## config.mk

```make
export PLATFORM = sky130hd
export DESIGN_NAME = bar_close_moving_average
export DESIGN_NICKNAME = d
export VERILOG_FILES = /design/src/rtl/bcma_pkg.sv /design/src/rtl/bcma_div.sv /design/src/rtl/bcma_ctrl.sv /design/src/rtl/bcma_dp.sv /design/src/rtl/bar_close_moving_average.sv
export SDC_FILE = /design/constraint.sdc
export NUM_CORES = 2
export LEC_CHECK = 0
export BUFFER_PORTS_ARGS = -buffer_cell sky130_fd_sc_hd__buf_2
export CORE_MARGIN = 2
export CORE_UTILIZATION = 60
export CTS_CLUSTER_SIZE = 30
export DETAILED_ROUTE_END_ITERATION = 8
export PLACE_DENSITY = 0.77
export SYNTH_ARGS = -nofsm -noshare
export SYNTH_HDL_FRONTEND = slang
export SYNTH_SLANG_ARGS = --single-unit
```

## constraint.sdc

```tcl
create_clock -name clock -period 5.7 [get_ports clock]
set_input_delay 0.57 -clock clock [delete_from_list [all_inputs] [get_ports clock]]
set_output_delay 0.57 -clock clock [all_outputs]
set_load 0.01 [all_outputs]
```

## src/rtl/bcma_pkg.sv

```systemverilog
// Shared types and constants for the bar close moving average block.
// No dependencies; imported by every module of the block.
`timescale 1ns / 1ps
`default_nettype none

package bcma_pkg;

   // Field widths fixed by the interface
   localparam int FIELD_W    = 32;
   localparam int CNT_W      = 7;
   localparam int STATUS_W   = 2;
   localparam int CSR_DATA_W = 32;
   localparam int CSR_ADDR_W = 3;

   // Defaults for the top level parameters
   localparam int WINDOW_MAX_DEF = 64;
   localparam int PRICE_BITS_DEF = 32;

   // Reset value of the window length register
   localparam logic [CNT_W-1:0] WINDOW_RESET = 7'd20;

   // Register index, taken from csr_paddr[2]
   localparam logic REG_WINDOW_LENGTH = 1'b0;

   // Result status codes, also used as the item kind
   typedef enum logic [STATUS_W-1:0] {
      ST_APPEND = 2'd0,
      ST_REVISE = 2'd1,
      ST_STALE  = 2'd2
   } status_type;

   // Controller states
   typedef enum logic [3:0] {
      S_IDLE,
      S_DECIDE,
      S_DROP_RD,
      S_DROP_SUB,
      S_APPEND,
      S_REV_RD,
      S_REV_WR,
      S_DIV_START,
      S_DIV_WAIT,
      S_FINISH
   } state_type;

   // Commands from controller to datapath
   typedef struct packed {
      logic load_item;
      logic drop_sub;
      logic append;
      logic rd_newest;
      logic rev_write;
      logic div_start;
      logic finish;
   } ctrl_cmd_type;

   // Status from datapath to controller
   typedef struct packed {
      status_type kind;
      logic       need_drop;
      logic       div_done;
      logic       out_free;
   } dp_status_type;

endpackage

`default_nettype wire

```

## src/rtl/bcma_div.sv

```systemverilog
// Restoring divider, one quotient bit per cycle, for the window sum by the bar count.
// Depends on bcma_pkg for the count width.
`timescale 1ns / 1ps
`default_nettype none

module bcma_div #(
   parameter int DIVIDEND_W = 39
) (
   input  wire logic                       clock,
   input  wire logic                       reset,
   input  wire logic                       start,
   input  wire logic [DIVIDEND_W-1:0]      dividend,
   input  wire logic [bcma_pkg::CNT_W-1:0] divisor,
   output logic                            done,
   output logic [DIVIDEND_W-1:0]           quotient
);
   import bcma_pkg::*;

   localparam int STEP_W = (DIVIDEND_W > 1) ? $clog2(DIVIDEND_W) : 1;

   logic                  busy_ff, busy_in;
   logic                  done_ff, done_in;
   logic [STEP_W-1:0]     step_ff, step_in;
   logic [DIVIDEND_W-1:0] q_ff, q_in;
   logic [CNT_W-1:0]      rem_ff, rem_in;
   logic [CNT_W-1:0]      dvs_ff, dvs_in;

   logic [CNT_W:0]        shifted;
   logic [CNT_W+1:0]      diff;
   logic                  fits;

   // Trial subtract of the divisor from the shifted remainder
   always_comb begin
      shifted = {rem_ff, q_ff[DIVIDEND_W-1]};
      diff    = {1'b0, shifted} - {2'b00, dvs_ff};
      fits    = ~diff[CNT_W+1];
   end

   // Load on start, then shift in one quotient bit per cycle
   always_comb begin
      busy_in = busy_ff;
      done_in = 1'b0;
      step_in = step_ff;
      q_in    = q_ff;
      rem_in  = rem_ff;
      dvs_in  = dvs_ff;
      if (start) begin
         busy_in = 1'b1;
         step_in = '0;
         q_in    = dividend;
         rem_in  = '0;
         dvs_in  = divisor;
      end else if (busy_ff) begin
         q_in    = {q_ff[DIVIDEND_W-2:0], fits};
         rem_in  = fits ? diff[CNT_W-1:0] : shifted[CNT_W-1:0];
         step_in = step_ff + 1'b1;
         if (step_ff == STEP_W'(DIVIDEND_W - 1)) begin
            busy_in = 1'b0;
            done_in = 1'b1;
         end
      end
   end

   always_ff @(posedge clock) begin
      if (reset) begin
         busy_ff <= 1'b0;
         done_ff <= 1'b0;
         step_ff <= '0;
      end else begin
         busy_ff <= busy_in;
         done_ff <= done_in;
         step_ff <= step_in;
      end
   end

   always_ff @(posedge clock) begin
      q_ff   <= q_in;
      rem_ff <= rem_in;
      dvs_ff <= dvs_in;
   end

   assign done     = done_ff;
   assign quotient = q_ff;

endmodule

`default_nettype wire

```

## src/rtl/bcma_ctrl.sv

```systemverilog
// Sequencer for the moving average: accept, drop oldest closes, append or revise,
// divide, deliver; a stale item goes straight to deliver. Depends on bcma_pkg for states, commands and status.
`timescale 1ns / 1ps
`default_nettype none

module bcma_ctrl (
   input  wire logic                    clock,
   input  wire logic                    reset,
   input  wire logic                    req_valid,
   output logic                         req_ready,
   input  wire bcma_pkg::dp_status_type status,
   output bcma_pkg::ctrl_cmd_type       cmd
);
   import bcma_pkg::*;

   state_type state_ff, state_in;

   // Next state
   always_comb begin
      state_in = state_ff;
      unique case (state_ff)
         S_IDLE: begin
            if (req_valid) state_in = S_DECIDE;
         end
         S_DECIDE: begin
            unique case (status.kind)
               ST_APPEND: state_in = S_DROP_RD;
               ST_REVISE: state_in = S_REV_RD;
               default:   state_in = S_FINISH;
            endcase
         end
         S_DROP_RD: begin
            if (status.need_drop) state_in = S_DROP_SUB;
            else if (status.kind == ST_APPEND) state_in = S_APPEND;
            else state_in = S_DIV_START;
         end
         S_DROP_SUB:  state_in = S_DROP_RD;
         S_APPEND:    state_in = S_DIV_START;
         S_REV_RD:    state_in = S_REV_WR;
         S_REV_WR:    state_in = S_DROP_RD;
         S_DIV_START: state_in = S_DIV_WAIT;
         S_DIV_WAIT: begin
            if (status.div_done) state_in = S_FINISH;
         end
         S_FINISH: begin
            if (status.out_free) state_in = S_IDLE;
         end
         default: state_in = S_IDLE;
      endcase
   end

   // Outputs
   always_comb begin
      cmd       = '0;
      req_ready = 1'b0;
      unique case (state_ff)
         S_IDLE: begin
            req_ready     = 1'b1;
            cmd.load_item = req_valid;
         end
         S_DROP_SUB:  cmd.drop_sub  = 1'b1;
         S_APPEND:    cmd.append    = 1'b1;
         S_REV_RD:    cmd.rd_newest = 1'b1;
         S_REV_WR:    cmd.rev_write = 1'b1;
         S_DIV_START: cmd.div_start = 1'b1;
         S_FINISH:    cmd.finish    = status.out_free;
         default: begin
         end
      endcase
   end

   always_ff @(posedge clock) begin
      if (reset) begin
         state_ff <= S_IDLE;
      end else begin
         state_ff <= state_in;
      end
   end

endmodule

`default_nettype wire

```

## src/rtl/bcma_dp.sv

```systemverilog
// Datapath: close ring memory, running sum, count, ring pointer, last bar time,
// divider and output register. Depends on bcma_pkg and bcma_div.
`timescale 1ns / 1ps
`default_nettype none

module bcma_dp #(
   parameter int WINDOW_MAX = 64,
   parameter int PRICE_W    = 32
) (
   input  wire logic                          clock,
   input  wire logic                          reset,
   input  wire bcma_pkg::ctrl_cmd_type        cmd,
   output bcma_pkg::dp_status_type            status,
   input  wire logic [bcma_pkg::CNT_W-1:0]    window_length,
   input  wire logic [bcma_pkg::FIELD_W-1:0]  req_bar_time,
   input  wire logic [bcma_pkg::FIELD_W-1:0]  req_close_price,
   output logic                               rsp_valid,
   input  wire logic                          rsp_ready,
   output logic [bcma_pkg::FIELD_W-1:0]       rsp_average,
   output logic [bcma_pkg::STATUS_W-1:0]      rsp_status,
   output logic [bcma_pkg::CNT_W-1:0]         rsp_bars_counted
);
   import bcma_pkg::*;

   localparam int SUM_W  = PRICE_W + CNT_W;
   localparam int RING_W = $clog2(WINDOW_MAX);
   localparam int AW     = RING_W + 1;
   localparam int CMP_W  = ($clog2(WINDOW_MAX + 1) > CNT_W) ? $clog2(WINDOW_MAX + 1) : CNT_W;

   // Close ring
   logic [PRICE_W-1:0] close_window_ff [WINDOW_MAX];
   logic [PRICE_W-1:0] rd_data_ff;

   // Item and running state
   logic [FIELD_W-1:0] time_ff;
   logic [PRICE_W-1:0] price_ff;
   status_type         kind_ff, kind_in;
   logic               have_bar_ff;
   logic [FIELD_W-1:0] last_time_ff;
   logic [CNT_W-1:0]   count_ff;
   logic [RING_W-1:0]  ring_ff;
   logic [SUM_W-1:0]   sum_ff;
   logic [FIELD_W-1:0] last_avg_ff;

   // Output register
   logic                rsp_valid_ff, rsp_valid_in;
   logic [FIELD_W-1:0]  rsp_average_ff;
   status_type          rsp_status_ff;
   logic [CNT_W-1:0]    rsp_count_ff;

   logic [CMP_W-1:0]    wl_ext;
   logic [CNT_W-1:0]    win;
   logic [CNT_W-1:0]    limit;
   logic [AW-1:0]       oldest_raw;
   logic [RING_W-1:0]   oldest_addr;
   logic [RING_W-1:0]   newest_addr;
   logic [RING_W-1:0]   ring_next;
   logic [RING_W-1:0]   rd_addr;
   logic                div_done;
   logic [SUM_W-1:0]    quotient;
   logic [FIELD_W-1:0]  avg_val;

   // Clamp the window to 1..WINDOW_MAX
   always_comb begin
      wl_ext = CMP_W'(window_length);
      if (window_length == '0) win = CNT_W'(1);
      else if (wl_ext > CMP_W'(WINDOW_MAX)) win = CNT_W'(WINDOW_MAX);
      else win = window_length;
      limit = (kind_ff == ST_APPEND) ? win - 1'b1 : win;
   end

   // Ring addresses, wrapping at WINDOW_MAX
   always_comb begin
      oldest_raw  = AW'(ring_ff) + AW'(WINDOW_MAX) - AW'(count_ff);
      oldest_addr = (oldest_raw >= AW'(WINDOW_MAX)) ? RING_W'(oldest_raw - AW'(WINDOW_MAX))
                                                     : RING_W'(oldest_raw);
      newest_addr = (ring_ff == '0) ? RING_W'(WINDOW_MAX - 1) : ring_ff - 1'b1;
      ring_next   = (ring_ff == RING_W'(WINDOW_MAX - 1)) ? '0 : ring_ff + 1'b1;
      rd_addr     = cmd.rd_newest ? newest_addr : oldest_addr;
   end

   // Classify the incoming item against the last stored bar
   always_comb begin
      if (!have_bar_ff || req_bar_time > last_time_ff) kind_in = ST_APPEND;
      else if (req_bar_time == last_time_ff) kind_in = ST_REVISE;
      else kind_in = ST_STALE;
   end

   // Ring memory: one write port, one registered read port
   always_ff @(posedge clock) begin
      if (cmd.append) begin
         close_window_ff[ring_ff] <= price_ff;
      end else if (cmd.rev_write) begin
         close_window_ff[newest_addr] <= price_ff;
      end
      rd_data_ff <= close_window_ff[rd_addr];
   end

   // Latch the item
   always_ff @(posedge clock) begin
      if (cmd.load_item) begin
         time_ff  <= req_bar_time;
         price_ff <= req_close_price[PRICE_W-1:0];
         kind_ff  <= kind_in;
      end
   end

   // Running state: drop oldest, append, revise newest
   always_ff @(posedge clock) begin
      if (reset) begin
         have_bar_ff  <= 1'b0;
         last_time_ff <= '0;
         count_ff     <= '0;
         ring_ff      <= '0;
         sum_ff       <= '0;
         last_avg_ff  <= '0;
      end else begin
         if (cmd.drop_sub) begin
            sum_ff   <= sum_ff - SUM_W'(rd_data_ff);
            count_ff <= count_ff - 1'b1;
         end
         if (cmd.append) begin
            sum_ff       <= sum_ff + SUM_W'(price_ff);
            count_ff     <= count_ff + 1'b1;
            ring_ff      <= ring_next;
            last_time_ff <= time_ff;
            have_bar_ff  <= 1'b1;
         end
         if (cmd.rev_write) begin
            sum_ff <= sum_ff - SUM_W'(rd_data_ff) + SUM_W'(price_ff);
         end
         if (cmd.finish) begin
            last_avg_ff <= avg_val;
         end
      end
   end

   bcma_div #(
      .DIVIDEND_W(SUM_W)
   ) u_div (
      .clock    (clock),
      .reset    (reset),
      .start    (cmd.div_start),
      .dividend (sum_ff),
      .divisor  (count_ff),
      .done     (div_done),
      .quotient (quotient)
   );

   // Stale items repeat the last average
   assign avg_val = (kind_ff == ST_STALE) ? last_avg_ff : FIELD_W'(quotient);

   // Output register, free once the held item is taken
   always_comb begin
      rsp_valid_in = rsp_valid_ff;
      if (cmd.finish) rsp_valid_in = 1'b1;
      else if (rsp_ready) rsp_valid_in = 1'b0;
   end

   always_ff @(posedge clock) begin
      if (reset) begin
         rsp_valid_ff <= 1'b0;
      end else begin
         rsp_valid_ff <= rsp_valid_in;
      end
   end

   always_ff @(posedge clock) begin
      if (cmd.finish) begin
         rsp_average_ff <= avg_val;
         rsp_status_ff  <= kind_ff;
         rsp_count_ff   <= count_ff;
      end
   end

   always_comb begin
      status.kind      = kind_ff;
      status.need_drop = count_ff > limit;
      status.div_done  = div_done;
      status.out_free  = ~rsp_valid_ff | rsp_ready;
   end

   assign rsp_valid        = rsp_valid_ff;
   assign rsp_average      = rsp_average_ff;
   assign rsp_status       = rsp_status_ff;
   assign rsp_bars_counted = rsp_count_ff;

endmodule

`default_nettype wire

```

## src/rtl/bar_close_moving_average.sv

```systemverilog
// Top level of the bar close moving average: window length register, controller
// and datapath. Depends on bcma_pkg, bcma_ctrl, bcma_dp.
//
//   channel  direction  handshake          payload
//   req      in         req_valid/ready    bar_time, close_price
//   rsp      out        rsp_valid/ready    average, status, bars_counted
//   csr      in/out     APB, pready high   window_length at byte address 0
//
// An appended bar drops oldest closes while the window is full, then enters the ring; a
// revised bar rewrites the newest close. The serial divider then divides the sum by the
// count, and a stale bar repeats the last average. The next item is accepted once the
// previous one reaches the output register, which holds its item while rsp_ready is low.
// Reset is synchronous and clears all control state; the ring needs no clearing.
`timescale 1ns / 1ps
`default_nettype none

module bar_close_moving_average #(
   parameter int WINDOW_MAX = bcma_pkg::WINDOW_MAX_DEF,
   parameter int PRICE_BITS = bcma_pkg::PRICE_BITS_DEF
) (
   input  wire logic                              clock,
   input  wire logic                              reset,
   input  wire logic                              req_valid,
   output logic                                   req_ready,
   input  wire logic [bcma_pkg::FIELD_W-1:0]      req_bar_time,
   input  wire logic [bcma_pkg::FIELD_W-1:0]      req_close_price,
   output logic                                   rsp_valid,
   input  wire logic                              rsp_ready,
   output logic [bcma_pkg::FIELD_W-1:0]           rsp_average,
   output logic [bcma_pkg::STATUS_W-1:0]          rsp_status,
   output logic [bcma_pkg::CNT_W-1:0]             rsp_bars_counted,
   input  wire logic                              csr_psel,
   input  wire logic                              csr_penable,
   input  wire logic                              csr_pwrite,
   input  wire logic [bcma_pkg::CSR_ADDR_W-1:0]   csr_paddr,
   input  wire logic [bcma_pkg::CSR_DATA_W-1:0]   csr_pwdata,
   output logic [bcma_pkg::CSR_DATA_W-1:0]        csr_prdata,
   output logic                                   csr_pready
);
   import bcma_pkg::*;

   localparam int PRICE_W = (PRICE_BITS < FIELD_W) ? PRICE_BITS : FIELD_W;

   logic [CNT_W-1:0] window_length_ff, window_length_in;
   ctrl_cmd_type     cmd;
   dp_status_type    status;
   logic             reg_sel;

   // Register file: a single window length register
   assign reg_sel    = (csr_paddr[2] == REG_WINDOW_LENGTH);
   assign csr_pready = 1'b1;
   assign csr_prdata = reg_sel ? CSR_DATA_W'(window_length_ff) : '0;

   always_comb begin
      window_length_in = window_length_ff;
      if (csr_psel && csr_penable && csr_pwrite && csr_pready && reg_sel) begin
         window_length_in = csr_pwdata[CNT_W-1:0];
      end
   end

   always_ff @(posedge clock) begin
      if (reset) begin
         window_length_ff <= WINDOW_RESET;
      end else begin
         window_length_ff <= window_length_in;
      end
   end

   bcma_ctrl u_ctrl (
      .clock     (clock),
      .reset     (reset),
      .req_valid (req_valid),
      .req_ready (req_ready),
      .status    (status),
      .cmd       (cmd)
   );

   bcma_dp #(
      .WINDOW_MAX (WINDOW_MAX),
      .PRICE_W    (PRICE_W)
   ) u_dp (
      .clock            (clock),
      .reset            (reset),
      .cmd              (cmd),
      .status           (status),
      .window_length    (window_length_ff),
      .req_bar_time     (req_bar_time),
      .req_close_price  (req_close_price),
      .rsp_valid        (rsp_valid),
      .rsp_ready        (rsp_ready),
      .rsp_average      (rsp_average),
      .rsp_status       (rsp_status),
      .rsp_bars_counted (rsp_bars_counted)
   );

endmodule

`default_nettype wire
```

### After elaboration in Yosys (flattened, before gate mapping)

Memory sizes are Yosys's and may differ from the RTL's. A register that Yosys moved wholly into a read port is not among the register bits.
Index checks and enable logic that the tools add are counted.

| cells by class | value |
|---|---|
| $add $sub $neg | 13 |
| equal/unequal tests | 17 |
| bitwise gates (word level) | 5 |
| reduce and logical (&&, ||, !) cells | 18 |
| mux-type cells | 47 |
| order comparisons | 4 |

Operator list:

| kind | number |
|---|---|
| $mux W39 | 5 |
| $add A39 B32 Y39 | 2 |
| $mux W32 | 2 |
| $mux W7 | 7 |
| $sub A39 B32 Y39 | 1 |
| $pmux W4 S9 | 1 |
| $eq A32 B32 Y1 | 1 |
| $gt A32 B32 Y1 | 1 |
| $reduce_or A32 Y1 | 1 |
| $mux W6 | 5 |
| $mux W1 | 20 |
| $eq A4 B3 Y1 const B | 4 |
| $mux W4 | 4 |
| $sub A7 B1 Y7 const B | 2 |
| $add A6 B1 Y6 const B | 2 |
| $eq A6 B6 Y1 const B | 2 |
| $sub A6 B1 Y6 const B | 2 |
| $sub A8 B7 Y9 | 1 |
| $eq A4 B2 Y1 const B | 2 |
| $eq A4 B4 Y1 const B | 2 |
| $pmux W4 S2 | 1 |
| $add A6 B7 Y7 const B | 1 |
| $add A7 B1 Y7 const B | 1 |
| $ge A7 B7 Y1 const B | 1 |
| 23 further kinds | 33 |

| word-level totals | value |
|---|---|
| bits of input ports | 106 |
| RAM bits | 2048 |
| memories | 1 |
| word-level logic and storage cells | 126 |
| register bits | 297 |
| output and inout bits | 76 |

Memory list:

| memory | words | bits a word | read ports | clocked after memory_dff | write ports | RTL line | source |
|---|---|---|---|---|---|---|---|
| u_dp.close_window_ff | 64 | 32 | 1 | 1 | 1 | bcma_dp.sv:31 | `logic [PRICE_W-1:0] close_window_ff [WINDOW_MAX];` |

### Longest topological paths before layout

| depth | value |
|---|---|
| word-level depth | 8 |
| mapped depth | 22 |

### Cells and area by module

A second synthesis with hierarchy kept.

| second synthesis, totals | value |
|---|---|
| cell total of the unflattened synthesis | 5632 |
| area, all modules | 99225.2 um2 |

Modules (own cells, without submodules):

| module | times used | cells an instance | area each (um2) |
|---|---|---|---|
| bcma_dp | 1 | 5312 | 95472.8 |
| bcma_div | 1 | 211 | 2839.0 |
| bar_close_moving_average | 1 | 66 | 576.8 |
| bcma_ctrl | 1 | 43 | 336.6 |

### Worst setup path after synthesis

No wires, ideal clock.

| timing path | value |
|---|---|
| path kind | reg-to-reg |
| start point | reg u_dp.sum_ff[0] |
| end point | reg u_dp.sum_ff[37] |
| stages on the path, launching flop included | 23 |
| arrival | 4.492 ns |
| library setup time | 0.118 ns |
| clock period less this slack | 4.610 ns |
| path slack | 1.090 ns |
| required time | 5.582 ns |
| cells stage by stage | dfxtp_1 inv_1 ha_1 inv_1 fa_1 a211oi_1 o21ai_2 a211oi_2 a21oi_1 a21o_1 a211oi_1 nor2_1 ha_1 and4_1 nand3_1 a2111o_1 a31oi_1 a31o_2 a41o_1 o21ai_2 nor4_2 mux2i_1 a21oi_1 |

| on the way | value |
|---|---|
| cells in the longest elaborated chain, start to end | 4 |
| elaborated cells on any way between the ends | 6 |
| those cells by class | 3 x add/sub; 3 x mux |

RTL lines:

| element | RTL line | source |
|---|---|---|
| from (decl) | bcma_dp.sv:42 | `logic [SUM_W-1:0] sum_ff;` |
| from (signal assigned) | bcma_dp.sv:119 | `sum_ff <= sum_ff - SUM_W'(rd_data_ff);` |
| from (signal assigned) | bcma_dp.sv:123 | `sum_ff <= sum_ff + SUM_W'(price_ff);` |
| from (signal assigned) | bcma_dp.sv:130 | `sum_ff <= sum_ff - SUM_W'(rd_data_ff) + SUM_W'(price_ff);` |
| branches (longest 3 deep; another with $sub A39 B32 Y39) | - |  |
| $mux W39 * | bcma_dp.sv:129 | `if (cmd.rev_write) begin` |

Every way passes the cells marked *. The select of a mux whose other input is x is not followed.
A chain may end at the register's enable or synchronous reset.

### Worst setup path after layout

Ends and elaborated chain as after synthesis.

==> results.sh <==
export IMPL_status="completed"
export IMPL_crit_path_end_kind="flip-flop"
export IMPL_relSlewSlack=0.160
export IMPL_design_core_area_sq_um=168000
export IMPL_grt_first_pass_wirelength_um=427000
export IMPL_fin_crit_sh=0.942
export IMPL_dieArea_sq_um=172000
export IMPL_ctsResizeCount=0
export IMPL_syn_to_final_growth_pct=12.3
export IMPL_fin_nets=8855
export IMPL_synth_main_ff_cell="edfxtp_1"
export IMPL_drt_iter0_drc=10603
export IMPL_ys_types=95
export IMPL_dieWidth_um=415
export IMPL_hold_viol_final=0
export IMPL_final_util=0.680
export IMPL_crit_required_ns=6.46
export IMPL_fmax_mhz=186
export IMPL_maxCapViolCount=0
export IMPL_period_needed_ns=5.37
export IMPL_startpoint_type="flip-flop"
export IMPL_postSynthCellCount=8404
export IMPL_grt_max_degree=89
export IMPL_start_util=0.606
export IMPL_dp_hpwl_um=170000
export IMPL_h_tree_depth=4
export IMPL_crit_fanout=5
export IMPL_cts_buffer_depth=3
export IMPL_grt_pass1_vias=68693
export IMPL_num_vias=71625
export IMPL_skew_ns=0.0638
export IMPL_drt_pass1_iterations=8
export IMPL_io_buffers=128
export IMPL_worst_pin_slew_ns=1.26
export IMPL_place_congestion=0.958
export IMPL_setup_viol=0
export IMPL_antenna_left=0
export IMPL_postCtsHoldBufs=71
export IMPL_synth_top_cells_by_area="edfxtp_1 65%, nand2_1 8.8%, a311oi_1 4.0%, dfxtp_1 3.5%, nand3_1 2.7%"
export IMPL_synth_common_cells="2391 x nand2_1, 2201 x edfxtp_1, 541 x nand3_1, 460 x a311oi_1, 363 x clkbuf_1"
export IMPL_ctsRootBufferMaster="clkbuf_16"
export IMPL_yosysTopAreaCell="edfxtp_1"
export IMPL_drc=0
export IMPL_synth_edf_count=2201
export IMPL_die_h_um=415
export IMPL_grt_overflow=0
export IMPL_cts_tree="done"
export IMPL_n_fill_cell=11281
export IMPL_cts_made_buffers=225
export IMPL_place_inst=10490
export IMPL_cts_num_sinks=2377
export IMPL_viasPerCell=6.52
export IMPL_cp_arrival_ns=6.13
export IMPL_finalSetupTns_ns=0
export IMPL_finalWirelength_um=291000
export IMPL_synthArstFlopShare=0
export IMPL_fin_ws_ns=0.331
export IMPL_pin_count=182
export IMPL_pre_cts_ws_ns=0.400
export IMPL_ys_ff_latch=2377
export IMPL_drv_slew=0
export IMPL_worstSkewPairLatency_ns=0.89
export IMPL_hold_class="input pin to flip-flop"
export IMPL_worstSetupPathType="flip-flop to flip-flop"
export IMPL_syn_avg_cell_area_sq_um=12.1
export IMPL_grt_usage=0.330
export IMPL_syn_area_sq_um=102000
export IMPL_post_cts_setup_buffers=0
export IMPL_synth_top_area_frac=0.651
export IMPL_drive_gt1_frac=0.104
export IMPL_rows=150
export IMPL_antenna_found_initial=10
export IMPL_yosysWarnings=0
export IMPL_synth_seq_area_share=0.686
export IMPL_path_clk_slew_ns=0.06
export IMPL_rsz0062_at_grt="no"
export IMPL_fin_cells=10982
export IMPL_routedWlPerCell_um=26.5
export IMPL_synth_most_common_cell="nand2_1"
## routing by layer
| layer | up-vias | part of all wire | track usage |
|---|---|---|---|
| li1 | 31303 | - | - |
| met1 | 34754 | 0.36 | 0.437 |
| met2 | 4758 | 0.46 | 0.515 |
| met3 | 800 | 0.12 | 0.0689 |
| met4 | 10 | 0.060 | 0.181 |
| met5 | - | 0.00024 | 0 |
## cell usage in the layout (no fill, tap or decap), drive strengths merged, types with 138 or more instances in the layout
cell type / Yosys / final
edfxtp: 2201 / 2201
dfxtp: 176 / 176
a311oi: 460 / 460
nor3: 138 / 138
nand2: 2392 / 2392
buf: 216 / 438
ha: 159 / 159
a21oi: 254 / 254
clkbuf: 364 / 291
nor2: 250 / 250
and3: 276 / 276
nand3: 541 / 541
## cells by family after synthesis
kind of cell / after synthesis / synth area share
other: 2 / 0.0000740
DFF: 2377 / 0.686
xor gates and xnor gates: 112 / 0.00974
AOI/OAI and AO/OA: 1228 / 0.0890
buffers and inverters: 702 / 0.0290
and+or+nand+nor: 3763 / 0.160
adders and majority gates: 165 / 0.0208
muxes: 55 / 0.00592
## path summary, 6_finish.rpt
path | depth (start not counted) | start | slack, ns | to
setup / recovery | 22 | u_dp.sum_ff[0] | 0.33 | u_dp.sum_ff[37]
hold / removal | 3 | rsp_ready | 0.07 | u_dp.rsp_valid
setup reg to reg | 22 | u_dp.sum_ff[0] | 0.33 | u_dp.sum_ff[37]
hold reg to reg | 2 | u_dp.last_time_ff[10] | 0.46 | u_dp.last_time_ff[10]
## sequential cells by signal (all words and copies together), names as in the netlist
signal                 count
u_dp.u_div.done            1
u_dp.rsp_average          32
u_dp.count_ff              7
u_dp.last_time_ff         32
u_dp.rd_data_ff           32
u_dp.ring_ff               6
u_dp.rsp_valid             1
u_dp.rsp_bars_counted      7
u_dp.u_div.busy_ff         1
u_dp.sum_ff               39
u_dp.u_div.step_ff         6
u_dp.rsp_status            2
u_dp.u_div.quotient       39
u_dp.close_window_ff    2048
window_length_ff           7
u_dp.time_ff              32
u_dp.u_div.rem_ff          7
u_dp.u_div.dvs_ff          7
u_dp.have_bar_ff           1
u_ctrl.state_ff            4
u_dp.kind_ff               2
u_dp.price_ff             32
u_dp.last_avg_ff          32
## worst max-delay path: stages, from the launching register on
cell and delay (ns):
dfxtp_1 0.33, inv_1 0.11, ha_1 0.18, inv_1 0.06
fa_1 0.43, a211oi_1 0.42, o21ai_2 0.18, a211oi_2 0.29
a21oi_1 0.14, a21o_1 0.20, a211oi_1 0.23, nor2_1 0.13
ha_1 0.31, and4_1 0.23, nand3_1 0.12, a2111o_1 0.45
a31oi_1 0.29, a31o_2 0.25, a41o_1 0.22, o21ai_2 0.12
nor4_2 0.30, mux2i_1 0.23, a21oi_1 0.08
## cell type report
cell class | count | area (sq um) | area share
clock buffers | 291 | 5920 | 0.0519
repair buffers | 509 | 4340 | 0.0381
multi-input cells | 5349 | 29700 | 0.260
diodes | 5 | 12.5 | 0.000110
well taps | 2204 | 2760 | 0.0242
clock inverters | 125 | 1190 | 0.0104
inverters | 122 | 458 | 0.00402
flip-flops and latches | 2377 | 69600 | 0.611
## stage by stage
stage	hold WS, ns	area (sq um)
2_1_floorplan	0.436	102000
3_3_place_gp	0.441	106000
3_5_place_dp	0.448	106000
4_1_cts	0.0436	114000
5_1_grt	0.0826	114000
6_report	0.0738	114000
Power is left out: the tool's default activity adds up to more than one toggle a clock period on the data nets, which glitch-free logic cannot reach.
